File: config.mk
export PLATFORM = sky130hd
export DESIGN_NAME = shuffled_park_miller_uniform_rng_unit
export DESIGN_NICKNAME = d
export VERILOG_FILES = /design/src/hw/rtl/spmu_pkg.sv /design/src/hw/rtl/shuffled_park_miller_uniform_rng_unit.sv
export SDC_FILE = /design/constraint.sdc
export NUM_CORES = 2
export LEC_CHECK = 0
export BUFFER_PORTS_ARGS = -buffer_cell sky130_fd_sc_hd__buf_2
export CORE_MARGIN = 8
export CORE_UTILIZATION = 54
export CTS_CLUSTER_DIAMETER = 120
export DETAILED_ROUTE_END_ITERATION = 16
export PLACE_DENSITY = 0.8
export RECOVER_POWER = 25
export SYNTH_ARGS = -nofsm -noshare
export SYNTH_HDL_FRONTEND = slang
export SYNTH_SLANG_ARGS = --single-unit
File: constraint.sdc
create_clock -name clk -period 5.8 [get_ports clk]
set_clock_uncertainty 0.15 [all_clocks]
set_input_delay 0 -clock clk [delete_from_list [all_inputs] [get_ports clk]]
set_output_delay 0 -clock clk [all_outputs]
set_load 0.02 [all_outputs]
File: src/hw/rtl/spmu_pkg.sv
// ----------------------------------------------------------------------------
// spmu_pkg
// constants and types of the shuffled minimal-standard uniform generator
// ----------------------------------------------------------------------------
package spmu_pkg;

  // generator constants
  localparam int unsigned VAL_W       = 31;
  localparam int unsigned MULT_W      = 15;
  localparam int unsigned PROD_W      = VAL_W + MULT_W;
  localparam logic [MULT_W-1:0] LCG_MULT = 15'd16807;
  localparam logic [VAL_W-1:0]  LCG_MOD  = 31'h7FFF_FFFF;
  localparam logic [VAL_W-1:0]  SAMPLE_MAX = 31'd2147483389;

  // shuffle table, depth a power of two so the slot is the top bits
  localparam int unsigned TABLE_DEPTH = 32;
  localparam int unsigned TBL_AW      = $clog2(TABLE_DEPTH);
  localparam int unsigned INIT_STEPS  = TABLE_DEPTH + 8;
  localparam int unsigned CNT_W       = $clog2(INIT_STEPS);

  // sequencer states
  typedef enum logic [2:0] {
    ST_IDLE,
    ST_INIT_MUL,
    ST_INIT_RED,
    ST_DRAW_MUL,
    ST_DRAW_WB
  } spmu_state_t;

endpackage

File: src/hw/rtl/shuffled_park_miller_uniform_rng_unit.sv
// ----------------------------------------------------------------------------
// shuffled_park_miller_uniform_rng_unit
// Lehmer generator (x * 16807 mod 2^31-1) behind a Bays-Durham shuffle table
// ----------------------------------------------------------------------------
// Usage
//   cfg_valid/cfg_data write the 31-bit seed; always ready, takes effect at
//   the next warm-up (after reset, or on an item with restart set).
//   in_tdata bit 0 is restart; each accepted item yields one result item.
//   out_tdata[30:0] is the sample (fraction = sample / 2147483647),
//   out_tuser is set when the sample was saturated at 2147483389.
// Sequencing
//   a normal draw runs the modular multiply (multiply, then Mersenne fold)
//   and the table read, then the write-back of the same slot and the result
//   load. A new item is accepted in the cycle a result is loaded, so the
//   block does not take an item while one is still in flight.
//   A warm-up runs 40 generator steps (multiply, then fold) ahead of the
//   draw of the item that triggers it.
// Reset
//   clears the sequencer, output valid and sets the seed to 1; the table is
//   not cleared, the first item always runs the warm-up that fills it.
// Stall
//   a finished result waits in the output register; the next item is held
//   at its write-back step until out_tready frees that register.
// ----------------------------------------------------------------------------
module shuffled_park_miller_uniform_rng_unit (
  input  logic        clk,
  input  logic        rst_n,
  // configuration write
  input  logic        cfg_valid,
  output logic        cfg_ready,
  input  logic [30:0] cfg_data,     // seed
  // request stream
  input  logic        in_tvalid,
  output logic        in_tready,
  input  logic [7:0]  in_tdata,     // [0] restart, [7:1] zero
  // result stream
  output logic        out_tvalid,
  input  logic        out_tready,
  output logic [31:0] out_tdata,    // [30:0] sample, [31] zero
  output logic        out_tuser     // [0] clamped
);

  localparam int unsigned VW = spmu_pkg::VAL_W;
  localparam int unsigned AW = spmu_pkg::TBL_AW;
  localparam int unsigned CW = spmu_pkg::CNT_W;
  localparam int unsigned PW = spmu_pkg::PROD_W;

  // shuffle table
  logic [VW-1:0] tbl_mem [spmu_pkg::TABLE_DEPTH];

  spmu_pkg::spmu_state_t state_r, state_nxt;
  logic [VW-1:0] seed_r;
  logic [VW-1:0] x_r, x_nxt;
  logic [PW-1:0] prod_r, prod_nxt;
  logic [VW-1:0] shuf_r, shuf_nxt;
  logic [CW-1:0] cnt_r, cnt_nxt;
  logic          init_pend_r, init_pend_nxt;
  logic [VW-1:0] rd_r;
  logic [VW-1:0] sample_r, sample_nxt;
  logic          clamped_r, clamped_nxt;
  logic          out_valid_r, out_valid_nxt;

  logic          rd_en;
  logic          wr_en;
  logic [AW-1:0] wr_addr;
  logic [VW-1:0] wr_data;
  logic [AW-1:0] slot;
  logic [VW:0]   fold_sum;
  logic [VW-1:0] red;
  logic [VW-1:0] start_val;
  logic [VW-1:0] shuf_after;
  logic          wb_fire;
  logic          in_acc;
  logic          need_init;

  // configuration register
  assign cfg_ready = 1'b1;

  always_ff @(posedge clk) begin
    if (!rst_n) begin
      seed_r <= VW'(1);
    end else if (cfg_valid) begin
      seed_r <= cfg_data;
    end
  end

  // mersenne fold of the registered product, one conditional subtract
  assign fold_sum = {1'b0, prod_r[VW-1:0]} + (VW+1)'(prod_r[PW-1:VW]);
  assign red = (fold_sum >= {1'b0, spmu_pkg::LCG_MOD})
             ? VW'(fold_sum - {1'b0, spmu_pkg::LCG_MOD})
             : fold_sum[VW-1:0];

  // warm-up start value: seed mod 2^31-1, zero taken as one
  assign start_val = (seed_r == '0 || seed_r == spmu_pkg::LCG_MOD) ? VW'(1) : seed_r;

  // slot is the shuffle output divided by 2^31 / depth
  assign slot = shuf_r[VW-1 -: AW];

  // handshake
  assign wb_fire    = (state_r == spmu_pkg::ST_DRAW_WB) && (!out_valid_r || out_tready);
  assign in_tready  = (state_r == spmu_pkg::ST_IDLE) || wb_fire;
  assign in_acc     = in_tvalid && in_tready;
  assign shuf_after = wb_fire ? rd_r : shuf_r;
  assign need_init  = in_tdata[0] || init_pend_r || (shuf_after == '0);

  // next state and datapath control
  always_comb begin
    state_nxt     = state_r;
    x_nxt         = x_r;
    prod_nxt      = prod_r;
    shuf_nxt      = shuf_r;
    cnt_nxt       = cnt_r;
    init_pend_nxt = init_pend_r;
    sample_nxt    = sample_r;
    clamped_nxt   = clamped_r;
    out_valid_nxt = out_valid_r;
    rd_en         = 1'b0;
    wr_en         = 1'b0;
    wr_addr       = slot;
    wr_data       = red;

    if (out_valid_r && out_tready) begin
      out_valid_nxt = 1'b0;
    end

    unique case (state_r)
      spmu_pkg::ST_IDLE: begin
      end
      spmu_pkg::ST_INIT_MUL: begin
        prod_nxt  = PW'(x_r) * PW'(spmu_pkg::LCG_MULT);
        state_nxt = spmu_pkg::ST_INIT_RED;
      end
      spmu_pkg::ST_INIT_RED: begin
        x_nxt   = red;
        wr_addr = cnt_r[AW-1:0];
        wr_en   = (cnt_r < CW'(spmu_pkg::TABLE_DEPTH));
        if (cnt_r == '0) begin
          shuf_nxt      = red;
          init_pend_nxt = 1'b0;
          state_nxt     = spmu_pkg::ST_DRAW_MUL;
        end else begin
          cnt_nxt   = cnt_r - CW'(1);
          state_nxt = spmu_pkg::ST_INIT_MUL;
        end
      end
      spmu_pkg::ST_DRAW_MUL: begin
        prod_nxt  = PW'(x_r) * PW'(spmu_pkg::LCG_MULT);
        rd_en     = 1'b1;
        state_nxt = spmu_pkg::ST_DRAW_WB;
      end
      spmu_pkg::ST_DRAW_WB: begin
        if (wb_fire) begin
          x_nxt         = red;
          wr_en         = 1'b1;
          shuf_nxt      = rd_r;
          out_valid_nxt = 1'b1;
          // saturate at the top limit
          if (rd_r > spmu_pkg::SAMPLE_MAX) begin
            sample_nxt  = spmu_pkg::SAMPLE_MAX;
            clamped_nxt = 1'b1;
          end else begin
            sample_nxt  = rd_r;
            clamped_nxt = 1'b0;
          end
          state_nxt = spmu_pkg::ST_IDLE;
        end
      end
      default: begin
        state_nxt = spmu_pkg::ST_IDLE;
      end
    endcase

    // new item: warm up first, or go straight to a draw
    if (in_acc) begin
      if (need_init) begin
        x_nxt     = start_val;
        cnt_nxt   = CW'(spmu_pkg::INIT_STEPS - 1);
        state_nxt = spmu_pkg::ST_INIT_MUL;
      end else begin
        state_nxt = spmu_pkg::ST_DRAW_MUL;
      end
    end
  end

  // control registers
  always_ff @(posedge clk) begin
    if (!rst_n) begin
      state_r     <= spmu_pkg::ST_IDLE;
      init_pend_r <= 1'b1;
      out_valid_r <= 1'b0;
    end else begin
      state_r     <= state_nxt;
      init_pend_r <= init_pend_nxt;
      out_valid_r <= out_valid_nxt;
    end
  end

  // payload registers
  always_ff @(posedge clk) begin
    x_r       <= x_nxt;
    prod_r    <= prod_nxt;
    shuf_r    <= shuf_nxt;
    cnt_r     <= cnt_nxt;
    sample_r  <= sample_nxt;
    clamped_r <= clamped_nxt;
  end

  // table write port
  always_ff @(posedge clk) begin
    if (wr_en) begin
      tbl_mem[wr_addr] <= wr_data;
    end
  end

  // table read port, registered output
  always_ff @(posedge clk) begin
    if (rd_en) begin
      rd_r <= tbl_mem[slot];
    end
  end

  // outputs
  assign out_tvalid = out_valid_r;
  assign out_tdata  = {1'b0, sample_r};
  assign out_tuser  = clamped_r;

endmodule

Yosys cells after proc, flatten, opt, wreduce, memory -nomap -nowiden
Memories as Yosys holds them, arrays and structs flattened. A register that Yosys moved wholly into a read port is not among the register bits.
Index checks and enable logic that the tools add are counted.

storage, ports and cells
  memories = 1
  register bits = 182
  bits in writable memories = 992
  logic and storage cells = 73

memory list
  name     words  bits a word  read ports  clocked after memory_dff  write ports  RTL line                                     source
  tbl_mem  32     31           1           1                         1            shuffled_park_miller_uniform_rng_unit.sv:49  logic [VW-1:0] tbl_mem [spmu_pkg::TABLE_DEPTH];

operators by class
  reductions and logical operators = 19
  equality and inequality tests = 8
  magnitude comparators = 3
  multiply operators = 1
  mux-type cells = 28
  add/subtract/negate cells = 3

operators by type and width
  operator                  count
  $mux W31                  7
  $pmux W31 S2              2
  $logic_not A31 Y1         2
  $mul A31 B15 Y46 const B  1
  $add A31 B15 Y32          1
  $ge A32 B31 Y1 const B    1
  $eq A31 B31 Y1 const B    1
  $gt A31 B31 Y1 const B    1
  $sub A31 B31 Y31 const B  1
  $mux W6                   4
  $pmux W3 S5               1
  $mux W1                   8
  $reduce_and A2 Y1         4
  $eq A3 B2 Y1 const B      2
  $logic_not A6 Y1          1
  $lt A6 B6 Y1 const B      1
  $mux W3                   2
  $sub A6 B1 Y6 const B     1
  $logic_or A1 B1 Y1        5
  $mux W5                   1
  $mux W2                   2
  $ne A2 B2 Y1 const B      2
  $eq A3 B1 Y1 const B      1
  $eq A3 B3 Y1 const B      1
  7 further kinds           9

Logic depth before layout (Yosys ltp)
  depth in word-level cells = 8
  depth in mapped cells = 24
  depth with buffers taken out = 24

Worst setup path before layout
Ideal clock, no wire load.

  path type = register to register
  start point = register x_r[18]
  end point = register prod_r[37], data pin
  period minus slack after synthesis = 5.960 ns
  buffers on the path = 0
  data arrival time = 5.552 ns
  slack = -0.160 ns
  stages on the path, launching flop included = 25
  setup time = 0.258 ns
  path through = dfxtp_1 > inv_1 > fa_1 > inv_1 > ha_1 > inv_1 > fa_1 > inv_1 > fa_1 > fa_1 > inv_1 > fa_1 > inv_1 > ha_1 > a21o_1 > a21o_1 > a21oi_1 > o21ai_0 > a21bo_2 > a41oi_1 > o21ai_0 > a21oi_1 > o21ai_0 > a21oi_1 > xnor2_1

on the way
  cells in the longest elaborated chain, start to end = 1

RTL lines
  element                 RTL line                                                                                    source
  from (decl)             shuffled_park_miller_uniform_rng_unit.sv:53                                                 logic [VW-1:0] x_r, x_nxt;
  from (signal assigned)  shuffled_park_miller_uniform_rng_unit.sv:200                                                x_r <= x_nxt;
  $mul A31 B15 Y46        shuffled_park_miller_uniform_rng_unit.sv:130, shuffled_park_miller_uniform_rng_unit.sv:147
  to (signal assigned)    shuffled_park_miller_uniform_rng_unit.sv:201                                                prod_r <= prod_nxt;
  to (decl)               shuffled_park_miller_uniform_rng_unit.sv:54                                                 logic [PW-1:0] prod_r, prod_nxt;

Every way passes these cells.
A chain may end at the register's enable or synchronous reset.

Worst setup path in the final report
  start point = register x_r[23]
  end point = register prod_r[40], data pin

Same word-level chain as after synthesis.

==> results_dict.tcl <==
set metrics [dict create \
    run_status "finished, violations left" \
    violations "max-capacitance violations, max-slew violations, negative setup slack" \
    synth-seq-cells 1205 \
    synth_enable_flop_cells 1132 \
    synth.most_common_cell "edfxtp_1" \
    die_area_um2 114000 \
    ff2ff_path_depth 23 \
    clk_path_buf_depth 3 \
    via_count 34090 \
    fmax_mhz 161 \
    path_max_fanout 5 \
    synthMuxAreaShare_pct 13.9 \
    synth-xor-area-share_pct 1.22 \
    synth_simple_gate_area_share_pct 4.74 \
    seq_area_frac_synth_pct 63.7 \
    setup_viol 67 \
    cts_buffers 116 \
    synth_top_area_share_pct 61.1 \
    drc 0 \
    hp-class "in -> reg" \
    grt_pass1_vias 34079 \
    cts_tree "built" \
    area_growth_pct 15.7 \
    wirelength_um 162000 \
    cp-end-kind "flip-flop" \
    h-tree-depth 3 \
    crit_required_ns 6.12 \
    first_pass_iters 8 \
    yosysWarnings 0 \
    setup.worst_path.start "x_r[23]$_DFF_P_" \
    ys.flop_type "edfxtp_1" \
    rsz0062_at_grt "true" \
    maxCapViolCount 25 \
    path_class "reg -> reg" \
    grt_max_degree 173 \
    grt_use_met1_pct 36.9 \
    postLayoutSetupSlackWorst_ns -0.423 \
    core-area_um2 102000 \
    fp.dieW_um 337 \
    reg2reg_to "prod_r[40]$_DFFE_PP_" \
    cts_sinks 1205 \
    gp_congestion 0.940 \
    fin_crit_ns 6.22 \
    setup.worst_path.start_class "flip-flop" \
    antenna_left 0 \
    yosys.area_share.adder_pct 9.44 \
    syn-num-nets 3669 \
    worst_pin_slew_ns 2.82 \
    routedWlPerCell_um 31.7 \
    finalCritPeriodShare_pct 107 \
    r2r_start "x_r[23]$_DFF_P_" \
    grt_pass1_wl_um 232000 \
    synth_area_leader_cell "edfxtp_1" \
    yosys.cell_types.count 82 \
    synthTopCellsByArea "edfxtp_1 61%, mux4_2 13%, fa_1 4.8%, ha_1 4.6%, dfxtp_1 2.6%" \
    finalHoldViolations 0 \
    clk_pin_slew_worst_paths_ns 0.07 \
    viasPerCell 6.66 \
    cts-root-buf "clkbuf_16" \
    placed_cells 4770 \
    initial_core_util_pct 54.5 \
    use_met3_pct 6.49 \
    layoutNonFillerInstCount 5122 \
    nNetsFinal 4045 \
    grtUsageTotal_pct 28.1 \
    avgSynthCellArea_um2 16.9 \
    relSlewSlack_pct -87.7 \
    synth_top_family_by_area "multiplexers" \
    design_area_um2 64300 \
    synthCells 3286 \
    drt_iter0_markers 5251 \
    die_y_um 337 \
    dpl.hpwl_um 89600 \
    dpl_cell_area_um2 58900 \
    cp_data_arrival_time_ns 6.54 \
    portBuffers 70 \
    slew_viol_final 718 \
    clk_latency_ns 0.75 \
    drive_gt1_share_pct 23.9 \
    synth_compound_area_share_pct 3.72 \
    synthTopCellsByCount "1132 x edfxtp_1, 310 x mux4_2, 308 x inv_1" \
    syn_area_um2 55600 \
    busiest_layer "met2" \
    endpoint "prod_r[40]$_DFFE_PP_" \
    rrSetupSlack_ns -0.42 \
    grt_util_met2_pct 44.7 \
    antenna_found_initial 6 \
    io_pins 80 \
    async_reset_ff_share_pct 0 \
    row_count 117 \
    grt-ovfl-total 0 \
]
## through the flow
step | TNS, ns | utilization (%) | setup WS [ns] | hold WS [ns]
floorplan | -0.0325 | - | -0.0325 | -0.0238
global placement | -0.515 | 57.8 | -0.0831 | 0.0761
detailed placement | -1.38 | 57.8 | -0.156 | 0.0799
CTS | 0 | 63.0 | 0.00556 | 0.0659
global route | -13.67 | 63.1 | -0.468 | 0.177
finish | -7.87 | 63.1 | -0.423 | 0.123
## worst min path at each step
stage	from	endpoint	depth (start not counted)
6_report	in_tdata[0]	cnt_r[0]$_DFF_P_	4
2_1_floorplan	cfg_data[0]	seed_r[0]$_SDFFE_PN1P_	2
5_1_grt	in_tdata[0]	cnt_r[1]$_DFF_P_	4
3_3_place_gp	cfg_data[0]	seed_r[0]$_SDFFE_PN1P_	3
3_5_place_dp	cfg_data[0]	seed_r[0]$_SDFFE_PN1P_	3
4_1_cts	in_tdata[0]	cnt_r[0]$_DFF_P_	4
## sequential cells by signal, summed over array words and instances (netlist names)
register / count
tbl_mem: 992
prod_r: 46
rd_r: 31
sample_r: 31
seed_r: 31
shuf_r: 31
x_r: 31
cnt_r: 6
state_r: 3
init_pend_r: 1
out_tuser: 1
out_tvalid: 1
## metal layers
metal | up-vias | share of wire, %
met5 | - | 0.031
met4 | 6 | 6.1
met3 | 666 | 13
met2 | 2921 | 47
met1 | 17117 | 34
li1 | 13380 | -
## worst max-delay path, stage by stage (launching register included)
cell and delay, ns:
dfxtp_2 0.36, inv_2 0.08, fa_1 0.56, inv_1 0.06
ha_1 0.27, inv_1 0.05, fa_1 0.49, inv_1 0.06
fa_1 0.47, fa_1 0.53, inv_1 0.07, fa_1 0.52
inv_1 0.08, ha_4 0.27, buf_6 0.11, nand4_1 0.17
a21bo_2 0.29, a2111oi_4 0.41, buf_4 0.20, nor3_4 0.04
o211ai_1 0.33, a21o_1 0.19, a21o_1 0.15, xor2_1 0.07
## layout make-up
type / instances / area, µm²
fill: 6610 / 37700
sequential: 1205 / 35500
multi-input combinational: 1619 / 18900
timing repair buffer: 412 / 3190
clock buffer: 135 / 3050
tap: 1368 / 1710
inverter: 308 / 1170
clock inverter: 72 / 826
antenna: 3 / 7.51
## timing repair
action                                 in CTS  in global routing
setup endpoints to repair                  15                 21
pin swaps                                  32                 48
hold buffers                              129                  0
endpoints found under the hold margin      80                  0
buffers inserted                            4                 11
resized for setup                          49                 67
## cell usage in the layout (no fill, tap or decap), types with 40 or more instances in the layout
cell type | synthesis | routed
nand2_1 | 145 | 144
ha_1 | 205 | 192
dfxtp_1 | 73 | 57
mux2i_1 | 42 | 42
clkbuf_16 | 0 | 119
nor2_1 | 88 | 64
a21oi_1 | 76 | 65
inv_1 | 308 | 275
buf_4 | 2 | 193
mux4_2 | 310 | 310
o21ai_0 | 53 | 46
nand3_1 | 45 | 45
dlygate4sd3_1 | 0 | 129
nor2b_1 | 41 | 40
a21o_1 | 47 | 47
fa_1 | 134 | 130
edfxtp_1 | 1132 | 1132
clkbuf_1 | 106 | 57
## cell families (layout without fill, tap and decap cells)
kind of cell / Yosys count / after routing
buffers and inverters: 462 / 927
muxes: 383 / 383
DFF: 1205 / 1205
and+or+nand+nor: 519 / 519
other: 2 / 5
xor gates and xnor gates: 75 / 75
AOI/OAI and AO/OA: 301 / 301
adders and majority gates: 339 / 339
Power is left out: the tool's default activity adds up to more than one toggle a clock period on the data nets, which glitch-free logic cannot reach.
